--- config.mk ---
export PLATFORM = sky130hd
export DESIGN_NAME = best_fit_segment_allocator_top
export DESIGN_NICKNAME = d
export VERILOG_FILES = /design/src/bfsa_pkg.sv /design/src/bfsa_seg_ram.sv /design/src/best_fit_segment_allocator_top.sv
export SDC_FILE = /design/constraint.sdc
export NUM_CORES = 1
export LEC_CHECK = 0
export ABC_AREA = 1
export ABC_CLOCK_PERIOD_IN_PS = 8900
export CAP_MARGIN = 15
export CORE_MARGIN = 1
export CORE_UTILIZATION = 40
export DETAILED_ROUTE_END_ITERATION = 10
export DONT_BUFFER_PORTS = 1
export HOLD_SLACK_MARGIN = 0.15
export PLACE_DENSITY_LB_ADDON = 0.08
export SLEW_MARGIN = 20
export SYNTH_ARGS = -nofsm -noshare
export SYNTH_HDL_FRONTEND = slang
export SYNTH_HIERARCHICAL = 1
export SYNTH_SLANG_ARGS = --single-unit
--- constraint.sdc ---
create_clock -name clock -period 8.9 [get_ports clock]
set_input_delay 0.445 -clock clock [delete_from_list [all_inputs] [get_ports clock]]
set_output_delay 0.445 -clock clock [all_outputs]
set_load 0.1 [all_outputs]
--- src/bfsa_pkg.sv ---
// Package for the best-fit segment allocator.
// Holds table sizes, status codes and the packed segment entry type; no dependencies.
package bfsa_pkg;
   localparam int MaxSegs = 16;
   localparam int IdxW = $clog2(MaxSegs);
   localparam int CntW = $clog2(MaxSegs + 1);

   localparam logic [2:0] ST_OK = 3'd0;
   localparam logic [2:0] ST_NOFIT = 3'd1;
   localparam logic [2:0] ST_FULL = 3'd2;
   localparam logic [2:0] ST_UNKNOWN = 3'd3;
   localparam logic [2:0] ST_DUP = 3'd4;

   localparam logic KIND_ALLOC = 1'b0;
   localparam logic [15:0] RESET_TOTAL = 16'd10;

   typedef struct packed {
      logic [15:0] size;
      logic        used;
      logic [15:0] owner;
   } seg_type;
endpackage

--- src/bfsa_seg_ram.sv ---
// Segment table memory: one write port and one read port, registered read data.
// Uses bfsa_pkg for the entry type and depth.
module bfsa_seg_ram (
   input  logic                    clock,
   input  logic                    wr_en,
   input  logic [bfsa_pkg::IdxW-1:0] wr_addr,
   input  bfsa_pkg::seg_type       wr_data,
   input  logic [bfsa_pkg::IdxW-1:0] rd_addr,
   output bfsa_pkg::seg_type       rd_data
);
   import bfsa_pkg::*;

   seg_type mem [MaxSegs];

   // Synchronous write and read.
   always_ff @(posedge clock) begin
      if (wr_en) begin
         mem[wr_addr] <= wr_data;
      end
      rd_data <= mem[rd_addr];
   end
endmodule

--- src/best_fit_segment_allocator_top.sv ---
// Top level of the best-fit segment allocator.
// Uses bfsa_pkg and the segment memory bfsa_seg_ram.
//
// Channel  Direction  Handshake        Payload
// req      in         start & !busy    req_kind, req_process_id, req_request_size
// rsp      out        rsp_valid        rsp_status, rsp_seg_size, rsp_seg_used,
//                                      rsp_seg_owner, rsp_last
// csr      in         csr_we           csr_total_size
//
// An operation scans the table at one memory read a cycle, decides, then shifts
// entries (a read, then a write for each), then lists the table one word a cycle.
// A reset or a csr write holds the block busy while the table is cleared.
// Words are shown for one cycle; the receiver cannot stall.
module best_fit_segment_allocator_top (
   input  logic        clock,
   input  logic        reset,
   input  logic        start,
   output logic        busy,
   input  logic        req_kind,
   input  logic [15:0] req_process_id,
   input  logic [15:0] req_request_size,
   input  logic        csr_we,
   input  logic [15:0] csr_total_size,
   output logic        rsp_valid,
   output logic [2:0]  rsp_status,
   output logic [15:0] rsp_seg_size,
   output logic        rsp_seg_used,
   output logic [15:0] rsp_seg_owner,
   output logic        rsp_last
);
   import bfsa_pkg::*;

   localparam logic [3:0] S_CLEAR = 4'd0;
   localparam logic [3:0] S_IDLE = 4'd1;
   localparam logic [3:0] S_SCAN = 4'd2;
   localparam logic [3:0] S_DECIDE = 4'd3;
   localparam logic [3:0] S_INS = 4'd4;
   localparam logic [3:0] S_MERGE = 4'd5;
   localparam logic [3:0] S_CLOSE = 4'd6;
   localparam logic [3:0] S_LIST = 4'd7;
   localparam logic [3:0] S_ERR = 4'd8;
   localparam logic [3:0] S_ZERO = 4'd9;

   logic [3:0]      state_ff, state_in;
   logic [15:0]     total_ff, total_in;
   logic [CntW-1:0] count_ff, count_in;
   logic [CntW-1:0] ptr_ff, ptr_in;     // read address sent
   logic [CntW-1:0] pos_ff, pos_in;     // address whose data is in rd_data
   logic            rdv_ff, rdv_in;     // rd_data valid for pos_ff
   logic            kind_ff, kind_in;
   logic [15:0]     pid_ff, pid_in, req_ff, req_in;
   logic            own_ff, own_in, fit_ff, fit_in;
   logic [IdxW-1:0] best_ff, best_in;
   logic [15:0]     left_ff, left_in;
   logic            prev_free_ff, prev_free_in;
   logic [IdxW-1:0] lo_ff, lo_in;
   logic [CntW-1:0] hi_ff, hi_in;
   logic            hi_open_ff, hi_open_in;
   logic [15:0]     sum_ff, sum_in;
   logic [2:0]      err_ff, err_in;
   seg_type         hold_ff, hold_in;

   logic            wr_en;
   logic [IdxW-1:0] wr_addr, rd_addr;
   seg_type         wr_data, rd_data;

   bfsa_seg_ram u_ram (
      .clock  (clock),
      .wr_en  (wr_en),
      .wr_addr(wr_addr),
      .wr_data(wr_data),
      .rd_addr(rd_addr),
      .rd_data(rd_data)
   );

   assign busy = (state_ff != S_IDLE);

   always_ff @(posedge clock) begin
      if (reset) begin
         state_ff <= S_CLEAR;
         total_ff <= RESET_TOTAL;
         count_ff <= '0;
         ptr_ff   <= '0;
         rdv_ff   <= 1'b0;
      end else begin
         state_ff <= state_in;
         total_ff <= total_in;
         count_ff <= count_in;
         ptr_ff   <= ptr_in;
         rdv_ff   <= rdv_in;
      end
      pos_ff <= pos_in;  kind_ff <= kind_in;  pid_ff <= pid_in;  req_ff <= req_in;
      own_ff <= own_in;  fit_ff <= fit_in;
      best_ff <= best_in;  left_ff <= left_in;  prev_free_ff <= prev_free_in;
      lo_ff <= lo_in;  hi_ff <= hi_in;  hi_open_ff <= hi_open_in;  sum_ff <= sum_in;
      err_ff <= err_in;  hold_ff <= hold_in;
   end

   always_comb begin
      logic [15:0] l;
      l = rd_data.size - req_ff;
      state_in = state_ff;  total_in = total_ff;  count_in = count_ff;
      ptr_in = ptr_ff;  pos_in = ptr_ff;  rdv_in = 1'b0;
      kind_in = kind_ff;  pid_in = pid_ff;  req_in = req_ff;
      own_in = own_ff;  fit_in = fit_ff;
      best_in = best_ff;  left_in = left_ff;  prev_free_in = prev_free_ff;
      lo_in = lo_ff;  hi_in = hi_ff;  hi_open_in = hi_open_ff;  sum_in = sum_ff;
      err_in = err_ff;  hold_in = hold_ff;
      wr_en = 1'b0;  wr_addr = ptr_ff[IdxW-1:0];  wr_data = '0;
      rd_addr = ptr_ff[IdxW-1:0];
      rsp_valid = 1'b0;  rsp_status = ST_OK;  rsp_seg_size = '0;
      rsp_seg_used = 1'b0;  rsp_seg_owner = '0;  rsp_last = 1'b0;

      unique case (state_ff)
         // Clear sweep: entry 0 gets the total, the rest zero.
         S_CLEAR: begin
            wr_en = 1'b1;
            wr_data.size = (ptr_ff == '0) ? total_ff : 16'd0;
            ptr_in = ptr_ff + 1'b1;
            if (ptr_ff == CntW'(MaxSegs - 1)) begin
               ptr_in = '0;  count_in = CntW'(1);  state_in = S_IDLE;
            end
         end
         S_IDLE: begin
            if (start) begin
               kind_in = req_kind;  pid_in = req_process_id;  req_in = req_request_size;
               own_in = 1'b0;  fit_in = 1'b0;  prev_free_in = 1'b0;
               hi_open_in = 1'b0;  ptr_in = '0;  state_in = S_SCAN;
            end
         end
         // Scan: issue reads 0..count-1, evaluate each returned entry.
         S_SCAN: begin
            if (ptr_ff < count_ff) begin
               ptr_in = ptr_ff + 1'b1;  rdv_in = 1'b1;
            end
            if (rdv_ff) begin
               prev_free_in = !rd_data.used;
               if (rd_data.used && rd_data.owner == pid_ff && !own_ff) begin
                  own_in = 1'b1;
                  lo_in = prev_free_ff ? lo_ff : pos_ff[IdxW-1:0];
                  hi_in = pos_ff;  hi_open_in = 1'b1;
                  sum_in = rd_data.size + (prev_free_ff ? sum_ff : 16'd0);
               end else if (!rd_data.used) begin
                  if (hi_open_ff) begin
                     hi_in = pos_ff;  sum_in = sum_ff + rd_data.size;
                  end else if (!own_ff) begin
                     if (!prev_free_ff) begin
                        lo_in = pos_ff[IdxW-1:0];  sum_in = rd_data.size;
                     end else begin
                        sum_in = sum_ff + rd_data.size;
                     end
                  end
               end else begin
                  hi_open_in = 1'b0;
               end
               if (!rd_data.used && rd_data.size >= req_ff && (!fit_ff || l < left_ff)) begin
                  fit_in = 1'b1;  best_in = pos_ff[IdxW-1:0];  left_in = l;
               end
            end else if (ptr_ff >= count_ff) begin
               state_in = S_DECIDE;
            end
         end
         S_DECIDE: begin
            state_in = S_ERR;
            if (kind_ff == KIND_ALLOC) begin
               if (own_ff) err_in = ST_DUP;
               else if (req_ff == '0 || !fit_ff) err_in = ST_NOFIT;
               else if (left_ff != '0 && count_ff >= CntW'(MaxSegs)) err_in = ST_FULL;
               else begin
                  // Place the allocation; for a split shift the tail up first.
                  wr_en = 1'b1;  wr_addr = best_ff;
                  wr_data.size = req_ff;  wr_data.used = 1'b1;  wr_data.owner = pid_ff;
                  if (left_ff == '0) begin
                     ptr_in = '0;  state_in = S_LIST;
                  end else begin
                     wr_en = 1'b0;  ptr_in = count_ff - 1'b1;  state_in = S_INS;
                  end
               end
            end else if (!own_ff) begin
               err_in = ST_UNKNOWN;
            end else begin
               wr_en = 1'b1;  wr_addr = lo_ff;
               wr_data.size = sum_ff;
               if (hi_ff == CntW'(lo_ff)) begin
                  ptr_in = '0;  state_in = S_LIST;
               end else begin
                  ptr_in = hi_ff + 1'b1;  state_in = S_MERGE;
               end
            end
         end
         // Insert: move entries best+1..count-1 up by one, top first.
         S_INS: begin
            if (!rdv_ff) begin
               if (ptr_ff > CntW'(best_ff)) begin
                  rd_addr = ptr_ff[IdxW-1:0];  rdv_in = 1'b1;
               end else begin
                  wr_en = 1'b1;  wr_addr = best_ff;
                  wr_data.size = req_ff;  wr_data.used = 1'b1;  wr_data.owner = pid_ff;
                  hold_in = '0;  hold_in.size = left_ff;
                  state_in = S_CLOSE;
               end
            end else begin
               wr_en = 1'b1;  wr_addr = IdxW'(pos_ff + 1'b1);  wr_data = rd_data;
               ptr_in = ptr_ff - 1'b1;
            end
         end
         S_CLOSE: begin
            wr_en = 1'b1;
            if (kind_ff == KIND_ALLOC) begin
               wr_addr = best_ff + 1'b1;  wr_data = hold_ff;
               count_in = count_ff + 1'b1;  ptr_in = '0;  state_in = S_LIST;
            end else begin
               wr_addr = ptr_ff[IdxW-1:0];
               ptr_in = ptr_ff + 1'b1;
               if (ptr_ff == count_ff - 1'b1) begin
                  count_in = count_ff - (hi_ff - CntW'(lo_ff));
                  ptr_in = '0;  state_in = S_LIST;
               end
            end
         end
         // Merge: move entries hi+1..count-1 down by hi-lo, then zero the tail.
         S_MERGE: begin
            if (!rdv_ff) begin
               if (ptr_ff < count_ff) begin
                  rdv_in = 1'b1;
               end else begin
                  ptr_in = count_ff - (hi_ff - CntW'(lo_ff));  state_in = S_CLOSE;
               end
            end else begin
               wr_en = 1'b1;
               wr_addr = IdxW'(pos_ff - (hi_ff - CntW'(lo_ff)));
               wr_data = rd_data;  ptr_in = ptr_ff + 1'b1;
            end
         end
         // List: one word per cycle from the registered read data.
         S_LIST: begin
            if (ptr_ff < count_ff) begin
               ptr_in = ptr_ff + 1'b1;  rdv_in = 1'b1;
            end
            if (rdv_ff) begin
               rsp_valid = 1'b1;  rsp_seg_size = rd_data.size;
               rsp_seg_used = rd_data.used;
               rsp_seg_owner = rd_data.used ? rd_data.owner : 16'd0;
               rsp_last = (pos_ff == count_ff - 1'b1);
               if (rsp_last) state_in = S_ZERO;
            end
         end
         S_ERR: begin
            rsp_valid = 1'b1;  rsp_status = err_ff;  rsp_last = 1'b1;
            state_in = S_IDLE;
         end
         S_ZERO: begin
            ptr_in = '0;  state_in = S_IDLE;
         end
         default: state_in = S_CLEAR;
      endcase

      // A register write takes the new total and restarts the clear sweep.
      if (csr_we) begin
         total_in = csr_total_size;  ptr_in = '0;  state_in = S_CLEAR;
      end
   end
endmodule

==> flow_summary.yaml <==
yosys:
  yosys_register_bits: 698
  async_flop_share_pct: 0
  yosys.area.top_type: "edfxtp_1"
  yosysWarnings: 6
  synth.top_cells.by_area: "edfxtp_1 (55%), nand2_1 (11%), nand3_1 (7.0%)"
  avgSynthCellArea_sq_um: 9.29
  synth_area_sq_um: 34200
  seq_area_frac_synth_pct: 59.2
  synth.net_count: 3834
  synth_edf_count: 629
  synth_top_area_share_pct: 55.2
  ys.flop_type: "edfxtp_1"
  netlist_instances: 3684
  ys_types: 52
setup_path:
  cp_max_fo: 17
  r2r_cells: 16
  cp-start-kind: "register"
  cp.arrival_ns: 4.75
  setup.worst_path.end_class: "output port"
  reg2reg_slack_ns: 4.28
  r2r-start: "hi_ff[0]"
  required_ns: 8.46
  critPathKind: "register to output port"
  reg2reg_to: "u_ram/mem[6][26]"
die:
  fp.dieH_um: 295
  dieArea_sq_um: 86800
  ioPinCount: 92
  die_x_um: 295
  initial_utilization_pct: 40.7
  rows: 106
  core_region_area_sq_um: 84200
grt:
  grt_use_met1_pct: 33.0
  met3_usage_pct: 3.04
  use_met2_pct: 39.8
  grt_max_degree: 191
  grt_overflow: 0
  grt_pass1_vias: 24616
  grt_usage_pct: 24.2
  busiest_layer: "met2"
  grt_pass1_wl_um: 156000
  antenna_found_initial: 3
routing:
  avgViaCountPerCell: 5.13
  firstDrtPassIters: 5
  drt_wl_total_um: 105000
  vias: 25398
  ant_nets: 0
  drcViolationCount: 0
  wl_per_cell_um: 21.2
  drtIter0Drc: 1855
pwr:
  power_mw: 7.60
  power_density_nw_per_um2: 195
  switching_share_pct: 25.0
  p_seq_share_pct: 48.3
  power_frac_comb_pct: 8.9
  p_int_mw: 5.70
  power_leakage_nw: 16.5
  net-switching-power_mw: 1.90
  clockPowerShare_pct: 42.8
  peakVddDrop_mv: 0.151
timing:
  finalHoldViolations: 0
  rsz0062_at_grt: "false"
  finalSetupTns_ns: 0
  finalMaxSlewViolations: 0
  worstMarginPinSlew_ns: 1.16
  period_needed_ns: 5.19
  clock_skew_ns: 0.0230
  fin_crit_sh_pct: 58.4
  setup_violations: 0
  slew-limit-headroom_pct: 22.8
  fmax_ghz: 0.193
clock_tree:
  clk-insertion-delay-late_ns: 0.64
  cts_root_buf: "clkbuf_16"
  htreeDepth: 3
  numCtsBuffers: 83
  cts_setup_buffers: 0
  cts_resized: 0
  ctsHoldBuffers: 67
  cts.clk_slew.worst_paths_ns: 0.06
  cts_buffer_depth: 3
  cts.sinks: 698
  cts_tree: "built"
place:
  port_buffers: 0
  hpwl_um: 66600
  post_dp_cell_area_sq_um: 35700
  place_congestion: 0.929
finish:
  drive_above_1_share_pct: 7.58
  mostFrequentLayoutCells: "nand2_1 (991), edfxtp_1 (629), inv_1 (616)"
  mostFrequentLayoutCell: "nand2_1"
  fin_area_sq_um: 39000
  final_nets: 3897
  area_growth_syn_to_layout_pct: 13.9
  nFillCells: 7918
job:
  cap_violations: 0
min_path:
  worstHoldPathType: "input pin to register"
  holdCritStartpoint: "start"
  min_to: "prev_free_ff"
  hold-path-cell-count: 2
status:
  status: "complete, no violations"
cell usage after synthesis (7+ instances only):
master / n
nand2_1: 991
edfxtp_1: 629
inv_1: 618
nand3_1: 477
nor2_1: 197
a21oi_1: 116
o21ai_0: 104
ha_1: 91
buf_2: 86
dfxtp_1: 69
clkbuf_1: 27
nand4_1: 27
xor2_1: 26
o211ai_1: 25
buf_1: 17
xnor2_1: 17
nor3_1: 16
o22ai_1: 15
inv_2: 11
o21ai_1: 10
a221oi_1: 9
nand2_2: 9
a211oi_1: 7
nor2_2: 7
flip-flops by register name, indices dropped and copies added (netlist names), 3 cells and up:
name / flops
best_ff: 4
count_ff: 5
err_ff: 3
hi_ff: 5
hold_ff: 16
left_ff: 16
lo_ff: 4
pid_ff: 16
pos_ff: 5
pos_in: 5
req_ff: 16
state_ff: 4
sum_ff: 16
total_ff: 16
u_ram/mem: 528
u_ram/rd_data: 33
cells by family after synthesis:
family / count (synthesis) / synth area share (%)
AND/OR/NAND/NOR: 1748 / 21.6
buffers and inverters: 770 / 8.85
flip-flops: 698 / 59.2
AO/OA/AOI/OAI: 328 / 5.52
adder cells (fa/ha/maj): 97 / 3.68
XOR/XNOR: 43 / 1.10
power by group through the flow:
stage	Sequential, mW	Combinational [mW]	Clock, mW
after global placement	3.74	0.644	0
after floorplan	3.71	0.444	0
after global routing	3.68	0.756	3.45
final	3.67	0.676	3.25
after CTS	3.67	0.675	3.32
after detailed placement	3.74	0.645	0
metal layers:
layer  vias to the layer above  share of wire, %  routed length [um]
met1                     12335                45               47200
met2                       649                47               49400
li1                      12264                 -                   -
met5                         -                 0                   0
met4                         0               2.8                2990
met3                       150               4.9                5160
cell type report:
cell class | instances | area [sq um] | area share (%)
multi-input combinational | 2216 | 11300 | 28.9
timing repair buffer | 113 | 1050 | 2.69
sequential | 698 | 20300 | 52.0
tap | 1134 | 1420 | 3.64
clock buffer | 111 | 2250 | 5.78
antenna | 1 | 2.50 | 0.00642
inverter | 635 | 2400 | 6.16
clock inverter | 42 | 332 | 0.850
stage by stage:
| step | utilization [%] | setup WS (ns) | std cells | hold slack (ns) |
|---|---|---|---|---|
| global route | 46.3 | 3.45 | 4949 | 0.292 |
| floorplan | - | 4.42 | 3684 | 0.381 |
| detailed placement | 42.4 | 4.31 | 4729 | 0.441 |
| global placement | 42.3 | 4.19 | 4728 | 0.439 |
| finish | 46.3 | 3.71 | 4950 | 0.307 |
| CTS | 46.3 | 3.62 | 4949 | 0.264 |
critical path: stages, from the launching register on:
cell	delay [ns]
dfxtp_1	0.78
clkinv_1	0.45
nor2_1	0.22
inv_2	0.24
nor2_2	0.93
inv_2	0.48
nor2_2	0.97
worst max-delay path by stage:
stage	start	end	cells after the start
2_1_floorplan	hi_ff[0]	u_ram/mem[4][0]	15
3_3_place_gp	hi_ff[0]	u_ram/mem[6][21]	15
3_5_place_dp	rdv_ff	rsp_seg_owner[12]	6
4_1_cts	rdv_ff	rsp_seg_owner[12]	6
5_1_grt	rdv_ff	rsp_seg_owner[1]	6
6_report	rdv_ff	rsp_seg_owner[12]	6
(Power assumes the default switching activity.)
